==> config.mk <==
export PLATFORM = sky130hd
export DESIGN_NAME = knob_and_button_qualifier
export DESIGN_NICKNAME = d
export VERILOG_FILES = /design/src/rtl/core/kbq_pkg.sv /design/src/rtl/core/knob_and_button_qualifier.sv
export SDC_FILE = /design/constraint.sdc
export NUM_CORES = 1
export LEC_CHECK = 0
export BUFFER_PORTS_ARGS = -buffer_cell sky130_fd_sc_hd__buf_2
export CAP_MARGIN = 20
export CORE_MARGIN = 4
export CORE_UTILIZATION = 55
export CTS_CLUSTER_SIZE = 40
export DETAILED_ROUTE_END_ITERATION = 16
export PLACE_DENSITY = 0.86
export SETUP_SLACK_MARGIN = 0.05
export SLEW_MARGIN = 30
export SYNTH_ARGS = -nofsm -noshare
export SYNTH_HDL_FRONTEND = slang
export SYNTH_SLANG_ARGS = --single-unit
==> constraint.sdc <==
create_clock -name clock -period 7 [get_ports clock]
set_clock_uncertainty 0.05 [all_clocks]
set_input_delay 1.4 -clock clock [delete_from_list [all_inputs] [get_ports clock]]
set_output_delay 1.4 -clock clock [all_outputs]
set_load 0.005 [all_outputs]
==> src/rtl/core/kbq_pkg.sv <==
// Package for the knob and button qualifier: register indexes, reset values,
// field positions in the request and response words.
// No dependencies.
package kbq_pkg;

   // Number of knob lanes carried on the ports; NUM_KNOBS may use fewer.
   localparam int KNOB_MAX      = 4;
   localparam int NUM_KNOBS_DEF = 4;

   localparam int SAMPLE_W = 10;
   localparam int VALUE_W  = 8;
   localparam int TIME_W   = 32;
   localparam int LIMIT_W  = 16;

   // Request word layout.
   localparam int REQ_NOW_LSB    = 0;
   localparam int REQ_BUTTON_BIT = REQ_NOW_LSB + TIME_W;
   localparam int REQ_SAMPLE_LSB = REQ_BUTTON_BIT + 1;
   localparam int REQ_REARM_LSB  = REQ_SAMPLE_LSB + KNOB_MAX * SAMPLE_W;
   localparam int REQ_BITS       = REQ_REARM_LSB + KNOB_MAX;
   localparam int REQ_W          = ((REQ_BITS + 7) / 8) * 8;

   // Response word layout.
   localparam int RSP_BITS = 3 + 2 * KNOB_MAX + KNOB_MAX * VALUE_W;
   localparam int RSP_W    = ((RSP_BITS + 7) / 8) * 8;

   // Configuration port.
   localparam int CSR_INDEX_W = 2;
   localparam int CSR_DATA_W  = 16;

   typedef enum logic [CSR_INDEX_W-1:0] {
      CSR_INVERT_KNOBS  = 2'd0,
      CSR_DEAD_BAND     = 2'd1,
      CSR_CLICK_MAX_MS  = 2'd2,
      CSR_LONG_PRESS_MS = 2'd3
   } csr_index_type;

   localparam logic [VALUE_W-1:0] DEAD_BAND_RST     = 8'd16;
   localparam logic [LIMIT_W-1:0] CLICK_MAX_MS_RST  = 16'd1000;
   localparam logic [LIMIT_W-1:0] LONG_PRESS_MS_RST = 16'd2000;

endpackage

==> src/rtl/core/knob_and_button_qualifier.sv <==
// Knob and button qualifier: one scan in, one qualified result out.
// Depends on kbq_pkg for field layout, register indexes and reset values.
//
// A result is registered after its scan is accepted. Throughput: one scan
// per cycle while the skid register is empty, limited only by the single
// pass of per-knob compare logic and the 32-bit elapsed-time subtract.
// A two-entry output buffer (result register plus skid register) keeps the
// request side open while one finished word waits to be taken.
// Reset is synchronous and active high; it restores the register defaults
// and returns the block to the unprimed state, so the next scan re-anchors.
module knob_and_button_qualifier
   import kbq_pkg::*;
#(
   parameter int NUM_KNOBS = NUM_KNOBS_DEF
) (
   input  logic                   clock,
   input  logic                   reset,
   // Scan input. tdata, lowest bit up: now_ms[31:0], button_level[32],
   // knob_sample_0[42:33], knob_sample_1[52:43], knob_sample_2[62:53],
   // knob_sample_3[72:63], rearm_mask[76:73], zero padding[79:77].
   input  logic                   req_tvalid,
   output logic                   req_tready,
   input  logic [REQ_W-1:0]       req_tdata,
   // Result output. tdata, lowest bit up: click[0], long_press[1],
   // button_down[2], new_value_mask[6:3], new_value_pressed_mask[10:7],
   // knob_value_0[18:11], knob_value_1[26:19], knob_value_2[34:27],
   // knob_value_3[42:35], zero padding[47:43].
   output logic                   rsp_tvalid,
   input  logic                   rsp_tready,
   output logic [RSP_W-1:0]       rsp_tdata,
   // Configuration writes.
   input  logic                   csr_valid,
   output logic                   csr_ready,
   input  logic [CSR_INDEX_W-1:0] csr_index,
   input  logic [CSR_DATA_W-1:0]  csr_data
);

   // Configuration registers.
   logic               invert_ff;
   logic [VALUE_W-1:0] dead_band_ff;
   logic [LIMIT_W-1:0] click_max_ff;
   logic [LIMIT_W-1:0] long_press_ff;

   // Button state.
   logic              primed_ff, primed_in;
   logic              pressed_ff;
   logic [TIME_W-1:0] press_start_ff, press_start_in;
   logic              moved_ff, moved_in;
   logic              long_done_ff, long_done_in;

   // Output buffer.
   logic             rsp_valid_ff, rsp_valid_in;
   logic [RSP_W-1:0] rsp_data_ff, rsp_data_in;
   logic             skid_valid_ff, skid_valid_in;
   logic [RSP_W-1:0] skid_data_ff, skid_data_in;

   logic              accept;
   logic [TIME_W-1:0] now_ms;
   logic              pressed_scan;
   logic              press_rise;
   logic              btn_change;
   logic [KNOB_MAX-1:0] rearm_mask;
   logic [KNOB_MAX-1:0] mark_next;
   logic [VALUE_W-1:0]  held_next [KNOB_MAX];
   logic [KNOB_MAX-1:0] released_mask;
   logic [KNOB_MAX-1:0] pressed_mask;
   logic [TIME_W-1:0]   elapsed;
   logic                click;
   logic                long_press;
   logic [RSP_W-1:0]    result_word;

   assign accept       = req_tvalid & req_tready;
   assign req_tready   = ~skid_valid_ff;
   assign csr_ready    = 1'b1;

   assign now_ms       = req_tdata[REQ_NOW_LSB +: TIME_W];
   assign pressed_scan = ~req_tdata[REQ_BUTTON_BIT];
   assign rearm_mask   = req_tdata[REQ_REARM_LSB +: KNOB_MAX];

   // The very first scan sees the button as previously released, so a button
   // already held at start-up opens a press.
   assign press_rise = ~pressed_ff & pressed_scan;
   assign btn_change = pressed_ff ^ pressed_scan;

   // Per-knob lanes. Each lane applies re-arm, priming, the dead-band test
   // and the clearing on a button change, in that order, within one pass.
   for (genvar g = 0; g < KNOB_MAX; g++) begin : g_lane
      if (g < NUM_KNOBS) begin : g_used
         logic               mark_ff, mark_in;
         logic [VALUE_W-1:0] anchor_ff, anchor_in;
         logic [VALUE_W-1:0] latest_ff;
         logic [VALUE_W-1:0] held_ff;
         logic [VALUE_W-1:0] cur;
         logic [VALUE_W-1:0] anchor_rearm;
         logic [VALUE_W-1:0] anchor_base;
         logic [VALUE_W-1:0] held_base;
         logic [VALUE_W-1:0] diff;
         logic               mark_base;
         logic               mark_moved;

         always_comb begin
            cur = req_tdata[REQ_SAMPLE_LSB + g * SAMPLE_W + (SAMPLE_W - VALUE_W) +: VALUE_W];
            if (invert_ff) begin
               cur = ~cur;
            end
            anchor_rearm = rearm_mask[g] ? latest_ff : anchor_ff;
            anchor_base  = primed_ff ? anchor_rearm : cur;
            mark_base    = primed_ff & mark_ff & ~rearm_mask[g];
            held_base    = primed_ff ? held_ff : cur;
            diff         = (cur > anchor_base) ? (cur - anchor_base) : (anchor_base - cur);
            mark_moved   = mark_base | (diff > dead_band_ff);
            held_next[g] = mark_moved ? cur : held_base;
            mark_in      = mark_moved & ~btn_change;
            anchor_in    = btn_change ? cur : anchor_base;
            mark_next[g] = mark_in;
         end

         always_ff @(posedge clock) begin
            if (reset) begin
               mark_ff <= 1'b0;
            end else if (accept) begin
               mark_ff <= mark_in;
            end
         end

         always_ff @(posedge clock) begin
            if (accept) begin
               anchor_ff <= anchor_in;
               latest_ff <= cur;
               held_ff   <= held_next[g];
            end
         end
      end else begin : g_unused
         assign mark_next[g] = 1'b0;
         assign held_next[g] = '0;
      end
   end

   // Button bookkeeping. A press edge restarts the timer and both flags;
   // any movement seen while pressed rules out click and long press.
   always_comb begin
      primed_in      = 1'b1;
      press_start_in = press_rise ? now_ms : press_start_ff;
      released_mask  = mark_next & {KNOB_MAX{~pressed_scan}};
      pressed_mask   = mark_next & {KNOB_MAX{pressed_scan}};
      moved_in       = (moved_ff & ~press_rise) | (|pressed_mask);
      elapsed        = now_ms - press_start_in;
      click          = pressed_ff & ~pressed_scan & ~moved_in
                       & (elapsed < {{(TIME_W-LIMIT_W){1'b0}}, click_max_ff});
      long_press     = ~(long_done_ff & ~press_rise) & pressed_scan & ~moved_in
                       & (elapsed > {{(TIME_W-LIMIT_W){1'b0}}, long_press_ff});
      long_done_in   = (long_done_ff & ~press_rise) | long_press;
   end

   assign result_word = {{(RSP_W-RSP_BITS){1'b0}},
                         held_next[3], held_next[2], held_next[1], held_next[0],
                         pressed_mask, released_mask,
                         pressed_scan, long_press, click};

   // Output buffer: a word goes straight to the result register when it is
   // free or being emptied, otherwise into the skid register.
   always_comb begin
      rsp_valid_in  = rsp_valid_ff;
      rsp_data_in   = rsp_data_ff;
      skid_valid_in = skid_valid_ff;
      skid_data_in  = skid_data_ff;
      if (rsp_valid_ff && rsp_tready) begin
         rsp_valid_in  = skid_valid_ff;
         rsp_data_in   = skid_data_ff;
         skid_valid_in = 1'b0;
      end
      if (accept) begin
         if (!rsp_valid_ff || rsp_tready) begin
            rsp_valid_in = 1'b1;
            rsp_data_in  = result_word;
         end else begin
            skid_valid_in = 1'b1;
            skid_data_in  = result_word;
         end
      end
   end

   always_ff @(posedge clock) begin
      if (reset) begin
         rsp_valid_ff  <= 1'b0;
         skid_valid_ff <= 1'b0;
         primed_ff     <= 1'b0;
         pressed_ff    <= 1'b0;
         moved_ff      <= 1'b0;
         long_done_ff  <= 1'b0;
         invert_ff     <= 1'b0;
         dead_band_ff  <= DEAD_BAND_RST;
         click_max_ff  <= CLICK_MAX_MS_RST;
         long_press_ff <= LONG_PRESS_MS_RST;
      end else begin
         rsp_valid_ff  <= rsp_valid_in;
         skid_valid_ff <= skid_valid_in;
         if (accept) begin
            primed_ff    <= primed_in;
            pressed_ff   <= pressed_scan;
            moved_ff     <= moved_in;
            long_done_ff <= long_done_in;
         end
         if (csr_valid && csr_ready) begin
            unique case (csr_index_type'(csr_index))
               CSR_INVERT_KNOBS:  invert_ff     <= csr_data[0];
               CSR_DEAD_BAND:     dead_band_ff  <= csr_data[VALUE_W-1:0];
               CSR_CLICK_MAX_MS:  click_max_ff  <= csr_data;
               CSR_LONG_PRESS_MS: long_press_ff <= csr_data;
               default: ;
            endcase
         end
      end
   end

   always_ff @(posedge clock) begin
      rsp_data_ff    <= rsp_data_in;
      skid_data_ff   <= skid_data_in;
      if (accept) begin
         press_start_ff <= press_start_in;
      end
   end

   assign rsp_tvalid = rsp_valid_ff;
   assign rsp_tdata  = rsp_data_ff;

   // The skid register only fills behind an occupied result register.
   a_skid_behind_rsp : assert property (@(posedge clock) disable iff (reset)
      skid_valid_ff |-> rsp_valid_ff)
      else $error("skid register holds a word while the result register is empty");

   // A click and a long press cannot come from the same scan.
   a_click_long_exclusive : assert property (@(posedge clock) disable iff (reset)
      rsp_valid_ff |-> !(rsp_data_ff[0] && rsp_data_ff[1]))
      else $error("click and long press reported together");

   // The two movement masks split by button level and never overlap.
   a_masks_split : assert property (@(posedge clock) disable iff (reset)
      rsp_valid_ff |-> ((rsp_data_ff[6:3] & rsp_data_ff[10:7]) == '0)
                       && (rsp_data_ff[2] || rsp_data_ff[10:7] == '0)
                       && (!rsp_data_ff[2] || rsp_data_ff[6:3] == '0))
      else $error("movement masks disagree with the button level");

   // After a long press has been reported it stays done until the next press.
   a_long_once : assert property (@(posedge clock) disable iff (reset)
      accept && long_done_ff && !press_rise |=> long_done_ff)
      else $error("long press re-armed without a new press");

   // A scan accepted while the response side is stalled must not be lost.
   a_no_overwrite : assert property (@(posedge clock) disable iff (reset)
      accept && rsp_valid_ff && !rsp_tready |=> skid_valid_ff)
      else $error("accepted word was not captured by the skid register");

endmodule

==> metrics.md <==
| Metric | Value |
|---|---|
| DIE WIDTH | 185 um |
| Worst r2r path cells | 26 |
| Number of clock buffers inserted by TritonCTS | 30 |
| Cells after DPL | 2262 |
| Number of remaining DRC errors | 0 |
| Cell area after layout | about 19000 sq um |
| Final core utilization | 63.0% |
| Area after DPL | around 18000 sq um |
| DRT Pass-1 Iters | 5 |
| Total count of max-transition violations in the final report | 0 |
| Highest achievable clock rate | between 0.15 and 0.2 GHz |
| Post-synthesis sequential element count | 270 |
| I/O pin total | 154 |
| Placed wire-length estimate | 30100 um |
| FF/Latch Area | a little over 7000 sq um |
| Crit path buf inv count | 4 |
| DR WL met2 | 20200 um |
| Y dimension of the die | approximately 190 um |
| Non-filler cells in the finished layout | about 2300 |
| Slew at the pin closest to its max-slew limit | 0.960 ns |
| Number of DRC markers in iteration 0 | 960 |
| Pin count of the biggest net entering global routing | 75 |
| Hold wc startpoint | click_max_ff[10]$_SDFFE_PP0P_ |
| Via count of the first global-routing pass | 13600 |
| Hold depth | 2 |
| Wire length of the first global-routing pass | 67700 um |
| Max-slew headroom at the worst pin | between 30% and 40% |
| Power density relative to cell area | 287 nW/um^2 |
| Final-stage net count | 2166 |
| Average wire length per cell after detail routing | 18.0 um |
| GRT Resource Usage Total | between 20% and 30% |
| Vias/cell | 5.85 |
| Pre-CTS setup slack | approximately 0.15 ns |
| Number of instances in the synthesized netlist | 1783 |
| Buffer levels on the longest clock path | 3 |
| Most used cell, CP | a21oi_1 |
| Predominant post-synthesis flop cell | edfxtp_1 |
| Final Hold Viols | 0 |
| Portion of the post-synthesis area used by sequential elements | between 40 and 50% |
| Hold buffers post-CTS | 0 |
| Worst setup slack for register-to-register paths | 0.62 ns |
| Data arrival time at the worst-slack endpoint | slightly below 7 ns |
| Number of routed nets with antenna violations | 0 |
| Final setup slack of the worst path | 0.593 ns |
| Clock tree root driver cell | clkbuf_16 |
| CP Depth | 26 |
| Category of cells accounting for the largest share of critical-path delay | compound AO/OA/AOI/OAI gates |
| Highest metal layer with signal wires | met5 |
| Crit end category | register |
| EDFF count, synth | about 170 |
| Initial antenna violation count | 3 |
| Cell with the biggest individual delay on the critical path | fa_1 |
| Filler Cells Inserted | 2408 |
| Count of unique library cells instantiated by Yosys | 79 |
| Number of warnings reported in the yosys synthesis log | 0 |
| Synthesis-to-finish area growth | 12.4% |
| Buffers inserted during post-CTS setup optimization | 0 |
| FF-to-FF Start | invert_ff$_SDFFE_PP0P_ |
| Fin Setup TNS | 0 ns |
| Core area | ~31000 sq um |
| Critical Path Fanout Max | 4 |
| Hold slack final | ~0.40 ns |
| Share of the clock period used by the worst path | 91.5% |
| Skew-Pair Late Insertion Delay | between 0.5 and 0.6 ns |
| Outcome | finished clean |
| Total length of routed wires | around 42000 um |
| Die Footprint | 34200 sq um |
| Gpl congestion | slightly above 0.9 |
| Multi-input logic area | 9160 sq um |
| Data required time at the worst endpoint | roughly 7.4 ns |
| Met3 Routed Length | roughly 2800 um |
| Worst setup SP type | input pin |
| Reg2Reg Capture Point | skid_data_ff[0]$_DFFE_PP_ |
| Total power | 5.57 mW |
| Leak Pwr | approximately 8.5 nW |
| Wire length on met1 | around 17000 um |
| Level count of the clock H-tree | 1 |
| Async set or reset register ratio after synthesis | 0% |
| Synth Area per Inst | 9.67 sq um |
| Post-cts repair resize count | 0 |
| Clock sink total | 270 |
| Number of port buffers | 141 |
| Layout cell share with drive strength beyond 1 | 15.3% |
| Worst stage delay on the critical path | 0.44 ns |
| TritonCTS clock tree | done |
| Overflow after GRT | 0 |
| Initial Util | approximately 56% |
| Min-delay worst type | reg -> reg |
| Clock transition at the register clock pins on the worst setup and hold paths after CTS | 0.06 ns |
| DR vias | 13600 |
| Type of the worst setup path | in -> reg |
| Endpoint of the worst hold-timing path | click_max_ff[10]$_SDFFE_PP0P_ |
| Max VDD drop | 0.000201 V |
| Unrepaired setup endpoints after global routing | false |
| Post-synth net total | 2051 |
| Minimum clock period after layout | 6.41 ns |
| Placement Rows | 64 |
| Final setup fails | 0 |
| Post-Syn Area | 17200 sq um |
| Max-cap violations | 0 |
cells by family after synthesis:
| logic type | after synthesis | share of synthesized area (%) |
|---|---|---|
| adder cells (fa/ha/maj) | 165 | 12.4 |
| flip-flops | 270 | 41.3 |
| AO/OA/AOI/OAI | 429 | 15.2 |
| AND/OR/NAND/NOR | 436 | 11.5 |
| other | 1 | 0.0217 |
| buffers and inverters | 238 | 5.70 |
| XOR/XNOR | 77 | 3.91 |
| multiplexers | 167 | 10.0 |
Yosys cell counts (all sizes together), types with 4 or more instances:
library cell / count / area (sq um)
o211ai: 13 / 108
buf: 35 / 220
nand2b: 9 / 56.3
o22a: 4 / 35.0
edfxtp: 171 / 5130
and3: 14 / 92.6
nand3: 14 / 70.1
mux2i: 121 / 1210
nor2: 100 / 375
nand3b: 12 / 90.1
o21a: 4 / 30.0
xor2: 22 / 193
a2111oi: 4 / 35.0
nor3: 10 / 55.1
o21bai: 10 / 75.1
xnor2: 55 / 482
nor2b: 13 / 81.3
o21ai: 112 / 568
o22ai: 10 / 68.8
nand4: 31 / 200
nand2: 210 / 793
clkbuf: 47 / 178
a31oi: 7 / 58.8
a21o: 37 / 279
a221oi: 5 / 43.8
inv: 155 / 582
and2: 8 / 56.3
a211o: 8 / 70.1
mux2: 46 / 518
ha: 156 / 1950
fa: 9 / 180
a211oi: 16 / 125
a21oi: 174 / 886
dfxtp: 99 / 1980
tightest hold or removal path: cells and delay by family (launching register included):
family	cells	cell delay, ns
DFF	1	0.31
and+or+nand+nor	1	0.05
AOI/OAI and AO/OA	1	0.05
where the power goes:
part           switching, mW  total [mW]  internal (mW)  leakage [nW]
clock                  0.675        1.73           1.06         0.530
combinational           1.08        1.85          0.770          5.54
sequential            0.0752        1.99           1.91          2.46
worst max-delay path by stage:
stage                            from                   endpoint  slack (ns)
3_3_place_gp            req_tdata[35]  skid_data_ff[0]$_DFFE_PP_        0.30
5_1_grt        invert_ff$_SDFFE_PP0P_  skid_data_ff[0]$_DFFE_PP_        0.15
3_5_place_dp            req_tdata[46]      rsp_tdata[19]$_DFF_P_        0.15
6_report                req_tdata[46]  skid_data_ff[0]$_DFFE_PP_        0.59
4_1_cts                 req_tdata[46]  skid_data_ff[0]$_DFFE_PP_        0.63
2_1_floorplan           req_tdata[73]  skid_data_ff[0]$_DFFE_PP_        0.25
placed cells by master, fill, tap and decap left out, types with 6 or more instances in the layout:
cell	count
nand4_1	30
nand2_1	207
a211oi_1	15
nand3b_1	12
bufinv_16	7
a21o_1	36
xnor2_1	55
fa_1	9
edfxtp_1	171
a31oi_1	6
inv_1	154
nand3_1	14
a21oi_1	170
o21ai_0	108
nor2b_1	13
o211ai_1	11
nor2_1	98
mux2i_1	121
dfxtp_1	97
o22ai_1	9
ha_1	155
clkbuf_16	30
and3_1	13
nor3_1	9
mux2_2	46
buf_4	22
nand2b_1	9
xor2_1	22
a211o_1	8
o21bai_1	10
buf_2	141
registers in the layout, summed over array words and instances, names as in the netlist, 4 cells and up:
name and flops:
click_max_ff 16, dead_band_ff 8, g_lane.g_used.anchor_ff 32, g_lane.g_used.held_ff 32
g_lane.g_used.latest_ff 32, g_lane.g_used.mark_ff 4, long_press_ff 16, press_start_ff 32
rsp_tdata 48, skid_data_ff 43
cell type report:
cell class	count	area share (%)
Clock buffer	33	3.98
Clock inverter	23	1.72
Timing Repair Buffer	165	4.66
Sequential cell	270	36.7
Antenna cell	2	0.0258
Inverter	156	3.05
Multi-Input combinational cell	1275	47.3
Tap cell	396	2.56
per-layer routing:
| metal | GRT usage [%] | vias to the layer above |
|---|---|---|
| met5 | 0 | - |
| met4 | 8.81 | 4 |
| met3 | 3.85 | 111 |
| met2 | 41.7 | 468 |
| met1 | 30.4 | 6407 |
| li1 | - | 6593 |
No activity file was read; power rests on OpenSTA's default activity.
